**src/hw/rtl/mcfp_pkg.sv**
```systemverilog
// Package for the mouse command frame parser: parser state encoding,
// protocol byte codes and the result bundle passed from parser to output stage.
// No dependencies.
package mcfp_pkg;

    localparam logic [7:0] SYNC_BYTE     = 8'hAA;
    localparam logic [7:0] WAIT_CMD_BYTE = 8'hFF;

    localparam logic [7:0] CMD_STOP    = 8'h00;
    localparam logic [7:0] CMD_ABS     = 8'h01;
    localparam logic [7:0] CMD_REL     = 8'h02;
    localparam logic [7:0] CMD_ABS_BTN = 8'h03;

    // Coordinate payload bytes of an absolute command
    localparam logic [2:0] COORD_BYTES = 3'd4;
    localparam logic [2:0] COORD_LAST  = 3'd3;

    localparam logic REPORT_ABS = 1'b0;
    localparam logic REPORT_REL = 1'b1;

    typedef enum logic [5:0] {
        PH_IDLE    = 6'b000001,
        PH_CMD     = 6'b000010,
        PH_ABS     = 6'b000100,
        PH_ABS_BTN = 6'b001000,
        PH_REL     = 6'b010000,
        PH_SKIP    = 6'b100000
    } phase_t;

    typedef struct packed {
        logic        valid;
        logic        report_kind;
        logic [15:0] abs_x;
        logic [15:0] abs_y;
        logic        abs_button;
        logic [7:0]  rel_buttons;
    } report_t;

endpackage

```
**src/hw/rtl/mcfp_parser.sv**
```systemverilog
// Frame parser core: phase register, coordinate/button storage and the
// per-byte decode that produces at most one report per beat. Uses mcfp_pkg.
module mcfp_parser (
    input  logic              aclk,
    input  logic              aresetn,
    input  logic              beat,
    input  logic [7:0]        rx_byte,
    output mcfp_pkg::report_t report
);

    mcfp_pkg::phase_t phase_reg, phase_next;
    logic [2:0]       index_reg, index_next;
    logic [15:0]      pos_x_reg, pos_x_next;
    logic [15:0]      pos_y_reg, pos_y_next;
    logic             button_reg, button_next;
    mcfp_pkg::report_t rep;

    always_comb begin
        phase_next  = phase_reg;
        index_next  = index_reg;
        pos_x_next  = pos_x_reg;
        pos_y_next  = pos_y_reg;
        button_next = button_reg;
        rep         = '0;

        unique case (phase_reg)
            mcfp_pkg::PH_IDLE: begin
                if (rx_byte == mcfp_pkg::SYNC_BYTE) begin
                    phase_next = mcfp_pkg::PH_CMD;
                end
            end
            mcfp_pkg::PH_CMD: begin
                index_next = '0;
                unique case (rx_byte)
                    mcfp_pkg::CMD_STOP:      phase_next = mcfp_pkg::PH_IDLE;
                    mcfp_pkg::CMD_ABS:       phase_next = mcfp_pkg::PH_ABS;
                    mcfp_pkg::CMD_REL:       phase_next = mcfp_pkg::PH_REL;
                    mcfp_pkg::CMD_ABS_BTN:   phase_next = mcfp_pkg::PH_ABS_BTN;
                    mcfp_pkg::WAIT_CMD_BYTE: phase_next = mcfp_pkg::PH_CMD;
                    default:                 phase_next = mcfp_pkg::PH_SKIP;
                endcase
            end
            mcfp_pkg::PH_ABS, mcfp_pkg::PH_ABS_BTN: begin
                if (index_reg < mcfp_pkg::COORD_BYTES) begin
                    unique case (index_reg[1:0])
                        2'd0: pos_x_next = {pos_x_reg[15:8], rx_byte};
                        2'd1: pos_x_next = {rx_byte, pos_x_reg[7:0]};
                        2'd2: pos_y_next = {pos_y_reg[15:8], rx_byte};
                        default: pos_y_next = {rx_byte, pos_y_reg[7:0]};
                    endcase
                    index_next = index_reg + 3'd1;
                    if (index_reg == mcfp_pkg::COORD_LAST &&
                        phase_reg == mcfp_pkg::PH_ABS) begin
                        phase_next = mcfp_pkg::PH_IDLE;
                        index_next = '0;
                        rep.valid  = 1'b1;
                    end
                end else begin
                    // Button byte of command 3
                    button_next = (rx_byte != 8'd0);
                    phase_next  = mcfp_pkg::PH_IDLE;
                    index_next  = '0;
                    rep.valid   = 1'b1;
                end
                rep.report_kind = mcfp_pkg::REPORT_ABS;
                rep.abs_x       = pos_x_next;
                rep.abs_y       = pos_y_next;
                rep.abs_button  = button_next;
            end
            mcfp_pkg::PH_REL: begin
                phase_next      = mcfp_pkg::PH_IDLE;
                index_next      = '0;
                rep.valid       = 1'b1;
                rep.report_kind = mcfp_pkg::REPORT_REL;
                rep.rel_buttons = rx_byte;
            end
            default: begin
                // Discard phase and unreachable codes: drop the byte
                phase_next = mcfp_pkg::PH_IDLE;
                index_next = '0;
            end
        endcase

        if (!rep.valid) begin
            rep = '0;
        end
        rep.valid = rep.valid & beat;
    end

    assign report = rep;

    always_ff @(posedge aclk) begin
        if (!aresetn) begin
            phase_reg  <= mcfp_pkg::PH_IDLE;
            index_reg  <= '0;
            pos_x_reg  <= '0;
            pos_y_reg  <= '0;
            button_reg <= 1'b0;
        end else if (beat) begin
            phase_reg  <= phase_next;
            index_reg  <= index_next;
            pos_x_reg  <= pos_x_next;
            pos_y_reg  <= pos_y_next;
            button_reg <= button_next;
        end
    end

endmodule

```
**src/hw/rtl/mouse_command_frame_parser_top.sv**
```systemverilog
// A report appears on m_* in the cycle after the beat that ends its frame.
// Throughput: one byte per cycle; the only limit is the single output register,
// which takes a new report in the same cycle the held one is taken.
// Reset: synchronous, active-low aresetn returns the parser to sync hunting,
// clears the stored X, Y and button, and empties the output register.
// Top level of the mouse command frame parser; uses mcfp_pkg and mcfp_parser.
module mouse_command_frame_parser_top (
    input  logic        aclk,
    input  logic        aresetn,

    // Received serial bytes, one per beat
    input  logic        s_valid,
    output logic        s_ready,
    input  logic [7:0]  s_rx_byte,

    // Report channel
    output logic        m_valid,
    input  logic        m_ready,
    output logic        m_report_kind,
    output logic [15:0] m_abs_x,
    output logic [15:0] m_abs_y,
    output logic        m_abs_button,
    output logic [7:0]  m_rel_buttons
);

    logic              in_beat;
    mcfp_pkg::report_t report;

    logic        m_valid_reg, m_valid_next;
    logic        kind_reg;
    logic [15:0] abs_x_reg;
    logic [15:0] abs_y_reg;
    logic        abs_button_reg;
    logic [7:0]  rel_buttons_reg;

    // Accept a byte whenever the output register is empty or being drained
    // this cycle; a byte that makes no report never needs the output side,
    // but keeping one rule keeps the ready path to a single gate.
    assign s_ready = !m_valid_reg || m_ready;
    assign in_beat = s_valid && s_ready;

    // The parser does all per-byte work combinationally from the current
    // phase and the incoming byte; its state advances only on a beat.
    mcfp_parser u_parser (
        .aclk    (aclk),
        .aresetn (aresetn),
        .beat    (in_beat),
        .rx_byte (s_rx_byte),
        .report  (report)
    );

    // Output register: load a new report on the beat that finishes a frame,
    // otherwise drop the held report once the consumer takes it.
    always_comb begin
        m_valid_next = m_valid_reg;
        if (report.valid) begin
            m_valid_next = 1'b1;
        end else if (m_ready) begin
            m_valid_next = 1'b0;
        end
    end

    always_ff @(posedge aclk) begin
        if (!aresetn) begin
            m_valid_reg <= 1'b0;
        end else begin
            m_valid_reg <= m_valid_next;
        end
    end

    // Payload holds with no reset; it only matters while m_valid is high.
    always_ff @(posedge aclk) begin
        if (report.valid) begin
            kind_reg        <= report.report_kind;
            abs_x_reg       <= report.abs_x;
            abs_y_reg       <= report.abs_y;
            abs_button_reg  <= report.abs_button;
            rel_buttons_reg <= report.rel_buttons;
        end
    end

    assign m_valid       = m_valid_reg;
    assign m_report_kind = kind_reg;
    assign m_abs_x       = abs_x_reg;
    assign m_abs_y       = abs_y_reg;
    assign m_abs_button  = abs_button_reg;
    assign m_rel_buttons = rel_buttons_reg;

endmodule

```
**config.mk**
```make
export PLATFORM = sky130hd
export DESIGN_NAME = mouse_command_frame_parser_top
export DESIGN_NICKNAME = d
export VERILOG_FILES = /design/src/hw/rtl/mcfp_pkg.sv /design/src/hw/rtl/mcfp_parser.sv /design/src/hw/rtl/mouse_command_frame_parser_top.sv
export SDC_FILE = /design/constraint.sdc
export NUM_CORES = 1
export LEC_CHECK = 0
export BUFFER_PORTS_ARGS = -buffer_cell sky130_fd_sc_hd__buf_2
export CAP_MARGIN = 20
export CORE_ASPECT_RATIO = 1.4
export CORE_UTILIZATION = 48
export CTS_BUF_LIST = sky130_fd_sc_hd__clkbuf_16
export DETAILED_ROUTE_END_ITERATION = 8
export GPL_TIMING_DRIVEN = 1
export PLACE_DENSITY = 0.78
export SYNTH_ARGS = -nofsm -noshare
export SYNTH_HDL_FRONTEND = slang
export SYNTH_SLANG_ARGS = --single-unit
```
**constraint.sdc**
```tcl
create_clock -name aclk -period 6.4 [get_ports aclk]
set_input_delay 0.32 -clock aclk [delete_from_list [all_inputs] [get_ports aclk]]
set_output_delay 0.32 -clock aclk [all_outputs]
set_load 0.01 [all_outputs]
```
==> flow_summary.json, run 1 <==
{
  "crit_start": "u_parser.phase_reg[5]$_SDFFE_PN0P_",
  "cpPeakStageDelay_ps": 570,
  "worst_slew_pin_slew_ps": 795,
  "end_kind": "register",
  "post-cts-setup-buffers": 0,
  "post_drt_via_cell_ratio": 5.77,
  "ys_types": 52,
  "netlist_area_sq_um": 3790,
  "synth.area.top_cells": "edfxtp_1 33%, dfxtp_1 23%, a22oi_1 6.1%",
  "dp.cells": 495,
  "p_per_area_nw_per_um2": 252,
  "ys_warn_count": 0,
  "cts-resized-gates": 0,
  "synth_edf_count": 42,
  "cts_max_level": 3,
  "async_flop_share_pct": 0,
  "power_w": 0.00110,
  "clk_pin_slew_ps": 60,
  "peakVddDrop_mv": 0.136,
  "synth_most_common_cell": "dfxtp_1",
  "crit_end": "m_abs_y[9]$_SDFFCE_PN0P_",
  "grt_first_pass_wirelength_mm": 13.2,
  "hold_class": "in2reg",
  "rsz0062_at_grt": "no",
  "drt_pass1_iterations": 5,
  "route.vias.total": 2959,
  "antenna_found_initial": 0,
  "worst-path-stages": 5,
  "synth.largest_area_cell": "edfxtp_1",
  "synth_ff_type": "dfxtp_1",
  "nNetsFinal": 425,
  "worst-endpoint-required_ps": 6380,
  "n_antenna_cell": 0,
  "synth-seq-area-share_pct": 55.9,
  "hold_viol_final": 0,
  "finalNonFillerCells": 513,
  "cap_violations": 0,
  "cp_top_family": "simple AND/OR/NAND/NOR gates",
  "ys_ff_latch": 85,
  "die_w_um": 77.1,
  "syn_to_final_growth_pct": 15.7,
  "syn-num-nets": 387,
  "initial_utilization_pct": 49.3,
  "crit_fanout": 42,
  "fill_cells": 685,
  "path_cells": "or4_4, nor3b_2, a21oi_1, nor3_2, buf_4",
  "grtUsageTotal_pct": 20.7,
  "max-slew-margin-rel_pct": 46.9,
  "finish.utilization_pct": 57.0,
  "clock_latency_ps": 340,
  "timing.rr.start": "u_parser.phase_reg[5]$_SDFFE_PN0P_",
  "slowest_stage": "or4_4",
  "ant_nets": 0,
  "grt_max_degree": 43,
  "finalClockSkew_ps": 4.49,
  "wirelength_mm": 8.09,
  "row_count": 38,
  "synth_common_cells": "43 x dfxtp_1, 42 x edfxtp_1, 42 x nor2_1",
  "rr_worst_depth": 5,
  "drive_above_1_share_pct": 22.3,
  "min_period_ps": 2550,
  "die_h_um": 107,
  "die_area_sq_um": 8270,
  "path_buf_inv": 1,
  "cts.sinks": 85,
  "cts-hold-fix-buffers": 0,
  "slew_violations": 0,
  "gp_congestion": 0.834,
  "clk_path_buf_depth": 2,
  "drtIter0Drc": 291,
  "grt_pass1_vias": 2698,
  "setup_viol": 0,
  "place_hpwl_mm": 5.26,
  "syn_area_per_cell_sq_um": 10.3,
  "fin_tns_setup_ps": 0,
  "overflow": 0,
  "ios": 56,
  "p_leak_nw": 1.54,
  "numCtsBuffers": 9,
  "clk_root_buffer_cell": "clkbuf_16",
  "r2r-end": "m_abs_y[9]$_SDFFCE_PN0P_",
  "fmax_ghz": 0.392,
  "reg2reg_slack_ps": 3850,
  "path_class": "reg2reg",
  "timing.final.crit_share_pct": 39.9,
  "postSynthCellCount": 370,
  "cp_data_arrival_time_ps": 2530,
  "port_buffers": 55,
  "outcome": "completed",
  "wl_per_cell_um": 15.8,
  "route.detailed.drc": 0,
  "synth_top_area_share_pct": 33.2,
  "startpoint_type": "register",
  "cts_tree": "built",
  "coreArea_sq_um": 7700
}
## final cells by class
class                      instances  area (sq um)  area share, %
sequential                        85          2120           48.3
clock inverter                     7          58.8           1.34
inverter                           7          26.3          0.599
clock buffer                       9           225           5.13
timing repair buffer              58           318           7.24
multi-input combinational        247          1510           34.5
tap                              100           125           2.85
## logic make-up (layout without fill, tap and decap cells)
kind of cell,count (synthesis),after routing,share of synthesized area (%)
xor gates and xnor gates,1,1,0.231
buffers and inverters,38,81,4.32
adders and majority gates,5,5,1.65
and+or+nand+nor,141,141,20.2
AOI/OAI and AO/OA,94,94,16.1
DFF,85,85,55.9
muxes,6,6,1.62
## routing by layer
layer  vias up  GRT usage (%)  routed length [um]
met5         -              0                   0
met4         0           9.70                 221
met3        17           5.28                 490
met2       112           33.6                3930
met1      1413           25.6                3450
li1       1417              -                   -
## per-stage QoR
stage                     setup slack (ps)  cell area (sq um)  hold WS (ps)
after floorplan                       1700               3790           435
after global placement                3960               4070           445
after detailed placement              3870               4070           449
after CTS                             3820               4350           283
after global routing                  3640               4390           310
final                                 3850               4390           290
## worst register-to-register path, delay by kind of cell, from the launching register on
kind	cells	cell delay (ps)
AND/OR/NAND/NOR	3	1210
buffers and inverters	1	460
flip-flops	1	360
AO/OA/AOI/OAI	1	140
## worst min path at each step
| stage | start | to | slack, ps | depth (start not counted) |
|---|---|---|---|---|
| 3_5_place_dp | u_parser.pos_x_reg[3]$_SDFFE_PN0P_ | u_parser.pos_x_reg[3]$_SDFFE_PN0P_ | 450 | 2 |
| 5_1_grt | s_valid | m_valid$_SDFFE_PN0P_ | 310 | 3 |
| 4_1_cts | s_valid | m_valid$_SDFFE_PN0P_ | 280 | 3 |
| 6_report | s_valid | m_valid$_SDFFE_PN0P_ | 290 | 3 |
| 3_3_place_gp | u_parser.pos_x_reg[0]$_SDFFE_PN0P_ | u_parser.pos_x_reg[0]$_SDFFE_PN0P_ | 440 | 2 |
| 2_1_floorplan | u_parser.pos_x_reg[0]$_SDFFE_PN0P_ | u_parser.pos_x_reg[0]$_SDFFE_PN0P_ | 440 | 2 |
## report_power, final
part	total (W)	switching (W)	internal (W)	leakage [nW]
registers	0.000569	0.00000229	0.000567	0.735
logic	0.0000369	0.0000245	0.0000125	0.663
clock network	0.000498	0.000202	0.000296	0.145
total	0.00110	0.000229	0.000876	1.54
## cell usage in the layout (no fill, tap or decap), types with 2 or more instances in the layout
cell       instances
nand3_1           17
buf_2             55
nor2b_1            7
o21ai_0           16
nand2_1           34
a21oi_1           18
nor3_1             2
nor3b_4            2
clkinv_2           2
inv_1              9
buf_4              2
and2b_2            2
and2_1             2
clkbuf_16          9
o22ai_1           17
edfxtp_1          42
a211oi_1           2
a22oi_1           31
mux2i_1            5
and2_2             8
or3_1              2
nand2b_1           3
dfxtp_1           43
nor2_1            42
nand4_1            4
ha_1               5
and4_1             2
nor3b_1            2
(Power assumes the default switching activity.)
==> inputs of run 2 (changes only) <==
--- a/config.mk
+++ b/config.mk
@@ -12,7 +12,7 @@
 export CTS_BUF_LIST = sky130_fd_sc_hd__clkbuf_16
 export DETAILED_ROUTE_END_ITERATION = 8
 export GPL_TIMING_DRIVEN = 1
-export PLACE_DENSITY = 0.78
+export PLACE_DENSITY = 0.81
 export SYNTH_ARGS = -nofsm -noshare
 export SYNTH_HDL_FRONTEND = slang
 export SYNTH_SLANG_ARGS = --single-unit
==> constraint.sdc (replaced) <==
create_clock -name aclk -period 2.2 [get_ports aclk]
set_input_delay 0.11 -clock aclk [delete_from_list [all_inputs] [get_ports aclk]]
set_output_delay 0.11 -clock aclk [all_outputs]
set_load 0.01 [all_outputs]
==> flow_summary.json, run 2 (same netlist as run 1, synthesis figures left out) <==
{
  "path_buf_inv": 1,
  "cap_violations": 0,
  "die_h_um": 107,
  "n_antenna_cell": 0,
  "rsz0062_at_grt": "no",
  "grt_first_pass_wirelength_mm": 13.2,
  "port_buffers": 55,
  "final_common_cell": "buf_2",
  "grt_max_degree": 43,
  "fmax_ghz": 0.496,
  "ant_nets": 0,
  "dpl_cell_area_sq_um": 4170,
  "nNetsFinal": 432,
  "reg2reg_slack_ps": 180,
  "r2r-end": "m_abs_y[8]$_SDFFCE_PN0P_",
  "startpoint_type": "register",
  "whs_path_depth": 3,
  "fin_tns_setup_ps": 0,
  "cts_tree": "built",
  "whs_endpoint": "m_valid$_SDFFE_PN0P_",
  "cpPeakStageDelay_ps": 570,
  "cts-hold-fix-buffers": 0,
  "clk_root_buffer_cell": "clkbuf_16",
  "wl_per_cell_um": 15.5,
  "rr_worst_depth": 5,
  "path_cells": "or4_4, nor3b_4, a21oi_2, nor3_4, buf_12",
  "layout_common_cells": "55 x buf_2, 42 x nor2_1, 42 x edfxtp_1",
  "row_count": 38,
  "end_kind": "register",
  "timing.final.crit_share_pct": 91.7,
  "antenna_found_initial": 0,
  "clock_latency_ps": 340,
  "slew_violations": 0,
  "drive_above_1_share_pct": 24.8,
  "finalClockSkew_ps": 5.34,
  "clk_pin_slew_ps": 60,
  "cts.sinks": 85,
  "place_hpwl_mm": 5.45,
  "grt_pass1_vias": 2671,
  "timing.rr.start": "u_parser.phase_reg[3]$_SDFFE_PN0P_",
  "path_class": "reg2reg",
  "fill_cells": 650,
  "syn_to_final_growth_pct": 17.6,
  "coreArea_sq_um": 7700,
  "cts-resized-gates": 0,
  "holdWs_ps": 87.2,
  "crit_fanout": 42,
  "cp_data_arrival_time_ps": 2040,
  "worst_slew_pin_slew_ps": 676,
  "post-cts-setup-buffers": 0,
  "clk_path_buf_depth": 2,
  "min_period_ps": 2020,
  "die_w_um": 77.1,
  "stdcell_area_sq_um": 4460,
  "slowest_stage": "or4_4",
  "route.vias.total": 2974,
  "initial_utilization_pct": 49.3,
  "setup_viol": 0,
  "drt_pass1_iterations": 5,
  "drtIter0Drc": 300,
  "wirelength_mm": 8.04,
  "peakVddDrop_mv": 0.436,
  "post_drt_via_cell_ratio": 5.72,
  "ios": 56,
  "worst-endpoint-required_ps": 2230,
  "max-slew-margin-rel_pct": 54.9,
  "hold_class": "in2reg",
  "hold_viol_final": 0,
  "outcome": "completed",
  "cp_top_family": "simple AND/OR/NAND/NOR gates",
  "die_area_sq_um": 8270,
  "p_leak_nw": 1.57,
  "cts_max_level": 3,
  "gp_congestion": 0.815,
  "p_per_area_nw_per_um2": 727,
  "numCtsBuffers": 9,
  "worstHoldStart": "s_valid",
  "overflow": 0,
  "grtUsageTotal_pct": 20.7,
  "route.detailed.drc": 0
}
## run 2: routing by layer
layer / global-route usage [%] / share of wire, % / up-vias
met5: 0 / 0 / -
met4: 11.3 / 2.6 / 0
met3: 3.49 / 5.7 / 16
met2: 33.6 / 50 / 131
met1: 26.0 / 42 / 1392
li1: - / - / 1435
## run 2: per-stage QoR
step           setup slack, ps  power (W)  utilization, %  instances
6_report                   183    0.00324            57.9        520
3_5_place_dp               188    0.00180            54.1        504
5_1_grt                   89.5    0.00332            57.9        520
2_1_floorplan             -547    0.00177               -        370
3_3_place_gp               231    0.00180            54.1        504
4_1_cts                    179    0.00324            57.9        520
## run 2: area by class of cell
class,instances,area [sq um],share of cell area [%]
repair buffers,65,363,8.13
clock inverters,7,67.6,1.51
inverters,7,26.3,0.589
flip-flops and latches,85,2120,47.6
well taps,100,125,2.80
multi-input cells,247,1530,34.3
clock buffers,9,225,5.05
## run 2: power breakdown
part	total (W)	switching [W]	leakage [nW]	internal, W
combinational	0.000112	0.0000747	0.691	0.0000376
sequential	0.00166	0.00000706	0.735	0.00165
clock	0.00147	0.000602	0.143	0.000872
total	0.00324	0.000684	1.57	0.00256
## run 2: worst reg2reg max path: stages, from the launching register on
cell and delay (ps):
dfxtp_2 350, or4_4 570, nor3b_4 220, a21oi_2 80
nor3_4 220, buf_12 250
## run 2: worst max path at each step
stage / start / to / cells past startpoint
after floorplan: u_parser.phase_reg[3]$_SDFFE_PN0P_ / m_abs_button$_SDFFCE_PN0P_ / 4
after global placement: u_parser.phase_reg[3]$_SDFFE_PN0P_ / m_abs_y[8]$_SDFFCE_PN0P_ / 5
after detailed placement: u_parser.phase_reg[3]$_SDFFE_PN0P_ / m_abs_y[7]$_SDFFCE_PN0P_ / 5
after CTS: u_parser.phase_reg[3]$_SDFFE_PN0P_ / m_abs_y[6]$_SDFFCE_PN0P_ / 5
after global routing: u_parser.phase_reg[3]$_SDFFE_PN0P_ / m_abs_y[8]$_SDFFCE_PN0P_ / 5
final: u_parser.phase_reg[3]$_SDFFE_PN0P_ / m_abs_y[8]$_SDFFCE_PN0P_ / 5
==> inputs of run 3 (changes only) <==
--- a/config.mk
+++ b/config.mk
@@ -5,6 +5,7 @@
 export SDC_FILE = /design/constraint.sdc
 export NUM_CORES = 1
 export LEC_CHECK = 0
+export ABC_AREA = 1
 export BUFFER_PORTS_ARGS = -buffer_cell sky130_fd_sc_hd__buf_2
 export CAP_MARGIN = 20
 export CORE_ASPECT_RATIO = 1.4
==> flow_summary.json, run 3 <==
{
  "rsz0062_at_grt": "no",
  "die_area_sq_um": 8350,
  "hold_class": "in2reg",
  "peakVddDrop_mv": 0.504,
  "drtIter0Drc": 398,
  "initial_utilization_pct": 49.5,
  "finalNonFillerCells": 595,
  "timing.final.crit_share_pct": 84.0,
  "fmax_ghz": 0.541,
  "hold_viol_final": 0,
  "post-cts-setup-buffers": 0,
  "clk_pin_slew_ps": 60,
  "die_w_um": 77.5,
  "ys_warn_count": 0,
  "clk_path_buf_depth": 2,
  "grt_first_pass_wirelength_mm": 13.2,
  "n_antenna_cell": 0,
  "syn_area_per_cell_sq_um": 8.83,
  "row_count": 38,
  "port_buffers": 55,
  "power_w": 0.00425,
  "slew_violations": 0,
  "crit_fanout": 25,
  "synth_common_cells": "70 x nor2_1, 56 x inv_1, 55 x nand2_1",
  "synth.area.top_cells": "edfxtp_1 33%, dfxtp_1 22%, nor2_1 6.9%",
  "end_kind": "register",
  "ys_types": 29,
  "post_drt_via_cell_ratio": 5.19,
  "die_h_um": 108,
  "synth_ff_type": "dfxtp_1",
  "clock_latency_ps": 340,
  "grtUsageTotal_pct": 21.2,
  "grt_pass1_vias": 2844,
  "synth.largest_area_cell": "edfxtp_1",
  "startpoint_type": "register",
  "syn-num-nets": 451,
  "numCtsBuffers": 9,
  "p_per_area_nw_per_um2": 951,
  "ant_nets": 0,
  "dp.cells": 579,
  "min_period_ps": 1850,
  "cts-hold-fix-buffers": 0,
  "antenna_found_initial": 0,
  "final_common_cell": "nor2_1",
  "route.vias.total": 3090,
  "nNetsFinal": 507,
  "drt_pass1_iterations": 6,
  "wirelength_mm": 8.35,
  "wl_per_cell_um": 14.0,
  "gp_congestion": 0.928,
  "cts.sinks": 85,
  "cts_max_level": 3,
  "cts_tree": "built",
  "synth-seq-area-share_pct": 55.4,
  "netlist_area_sq_um": 3830,
  "coreArea_sq_um": 7750,
  "finalClockSkew_ps": 5.86,
  "async_flop_share_pct": 0,
  "synth_top_area_share_pct": 32.9,
  "worst_slew_pin_slew_ps": 699,
  "cap_violations": 0,
  "syn_to_final_growth_pct": 16.4,
  "ys_ff_latch": 85,
  "holdWs_ps": 183,
  "layout_common_cells": "70 x nor2_1, 56 x inv_1, 55 x nand2_1, 55 x buf_2, 43 x dfxtp_1",
  "outcome": "completed",
  "synth_most_common_cell": "nor2_1",
  "cp_data_arrival_time_ps": 1860,
  "cts-resized-gates": 0,
  "setup_viol": 0,
  "route.detailed.drc": 0,
  "p_leak_nw": 1.65,
  "synth_edf_count": 42,
  "place_hpwl_mm": 5.72,
  "max-slew-margin-rel_pct": 53.4,
  "clk_root_buffer_cell": "clkbuf_16",
  "path_class": "reg2reg",
  "worst-endpoint-required_ps": 2220,
  "multiInputGateArea_sq_um": 1390,
  "overflow": 0,
  "ff_latch_area_sq_um": 2120,
  "ios": 56,
  "postSynthCellCount": 434,
  "drive_above_1_share_pct": 21.2,
  "fill_cells": 667,
  "fin_tns_setup_ps": 0,
  "grt_max_degree": 66
}
[run 3: path summary, 6_finish.rpt]
kind / start / end / slack, ps / cells after the start
worst max-delay path: u_parser.index_reg[1]$_SDFFE_PN0P_ / m_abs_y[1]$_SDFFCE_PN0P_ / 350 / 8
worst min-delay path: m_ready / m_valid$_SDFFE_PN0P_ / 180 / 4
worst max register to register: u_parser.index_reg[1]$_SDFFE_PN0P_ / m_abs_y[1]$_SDFFCE_PN0P_ / 350 / 8
worst min register to register: u_parser.phase_reg[3]$_SDFFE_PN0P_ / u_parser.phase_reg[3]$_SDFFE_PN0P_ / 520 / 2
[run 3: layout make-up]
type	instances	area share (%)
clock buffer	9	5.04
multi-input combinational	273	31.1
inverter	61	5.21
sequential	85	47.5
tap	100	2.80
timing repair buffer	60	7.29
clock inverter	7	0.981
[run 3: through the flow]
stage | util, % | cell area (sq um) | setup slack, ps
2_1_floorplan | - | 3840 | 205
3_5_place_dp | 54.1 | 4200 | 375
3_3_place_gp | 54.1 | 4200 | 454
6_report | 57.6 | 4460 | 352
4_1_cts | 57.6 | 4460 | 352
5_1_grt | 57.6 | 4460 | 221
[run 3: per-layer routing]
layer  vias to the layer above  global-route usage (%)  routed length [um]  part of all wire (%)
li1                       1546                       -                   -                     -
met1                      1424                    23.4                3270                    39
met2                       106                    37.0                4430                    53
met3                        14                    5.08                 454                   5.4
met4                         0                    11.9                 197                   2.4
met5                         -                       0                   0                     0
[run 3: worst max-delay path, stage by stage, from the launching register on]
cell	delay, ps
dfxtp_1	410
ha_1	220
nand4_1	150
nand2_1	110
nand2_1	70
nand2_1	60
nand2_1	100
clkinvlp_4	90
buf_4	290
[run 3: cell families (layout without fill, tap and decap cells)]
| family | Yosys count | after routing | share of synthesized area (%) |
|---|---|---|---|
| simple gates | 162 | 162 | 17.9 |
| buf+inv | 76 | 137 | 8.39 |
| compound gates | 106 | 106 | 16.8 |
| flops | 85 | 85 | 55.4 |
| fa+ha+maj | 5 | 5 | 1.63 |
[run 3: report_power, final]
part,switching [W],leakage (nW),internal (W)
Combinational,0.000674,0.827,0.000307
Clock,0.000605,0.125,0.000755
Sequential,0.000105,0.698,0.00180
Total,0.00138,1.65,0.00286
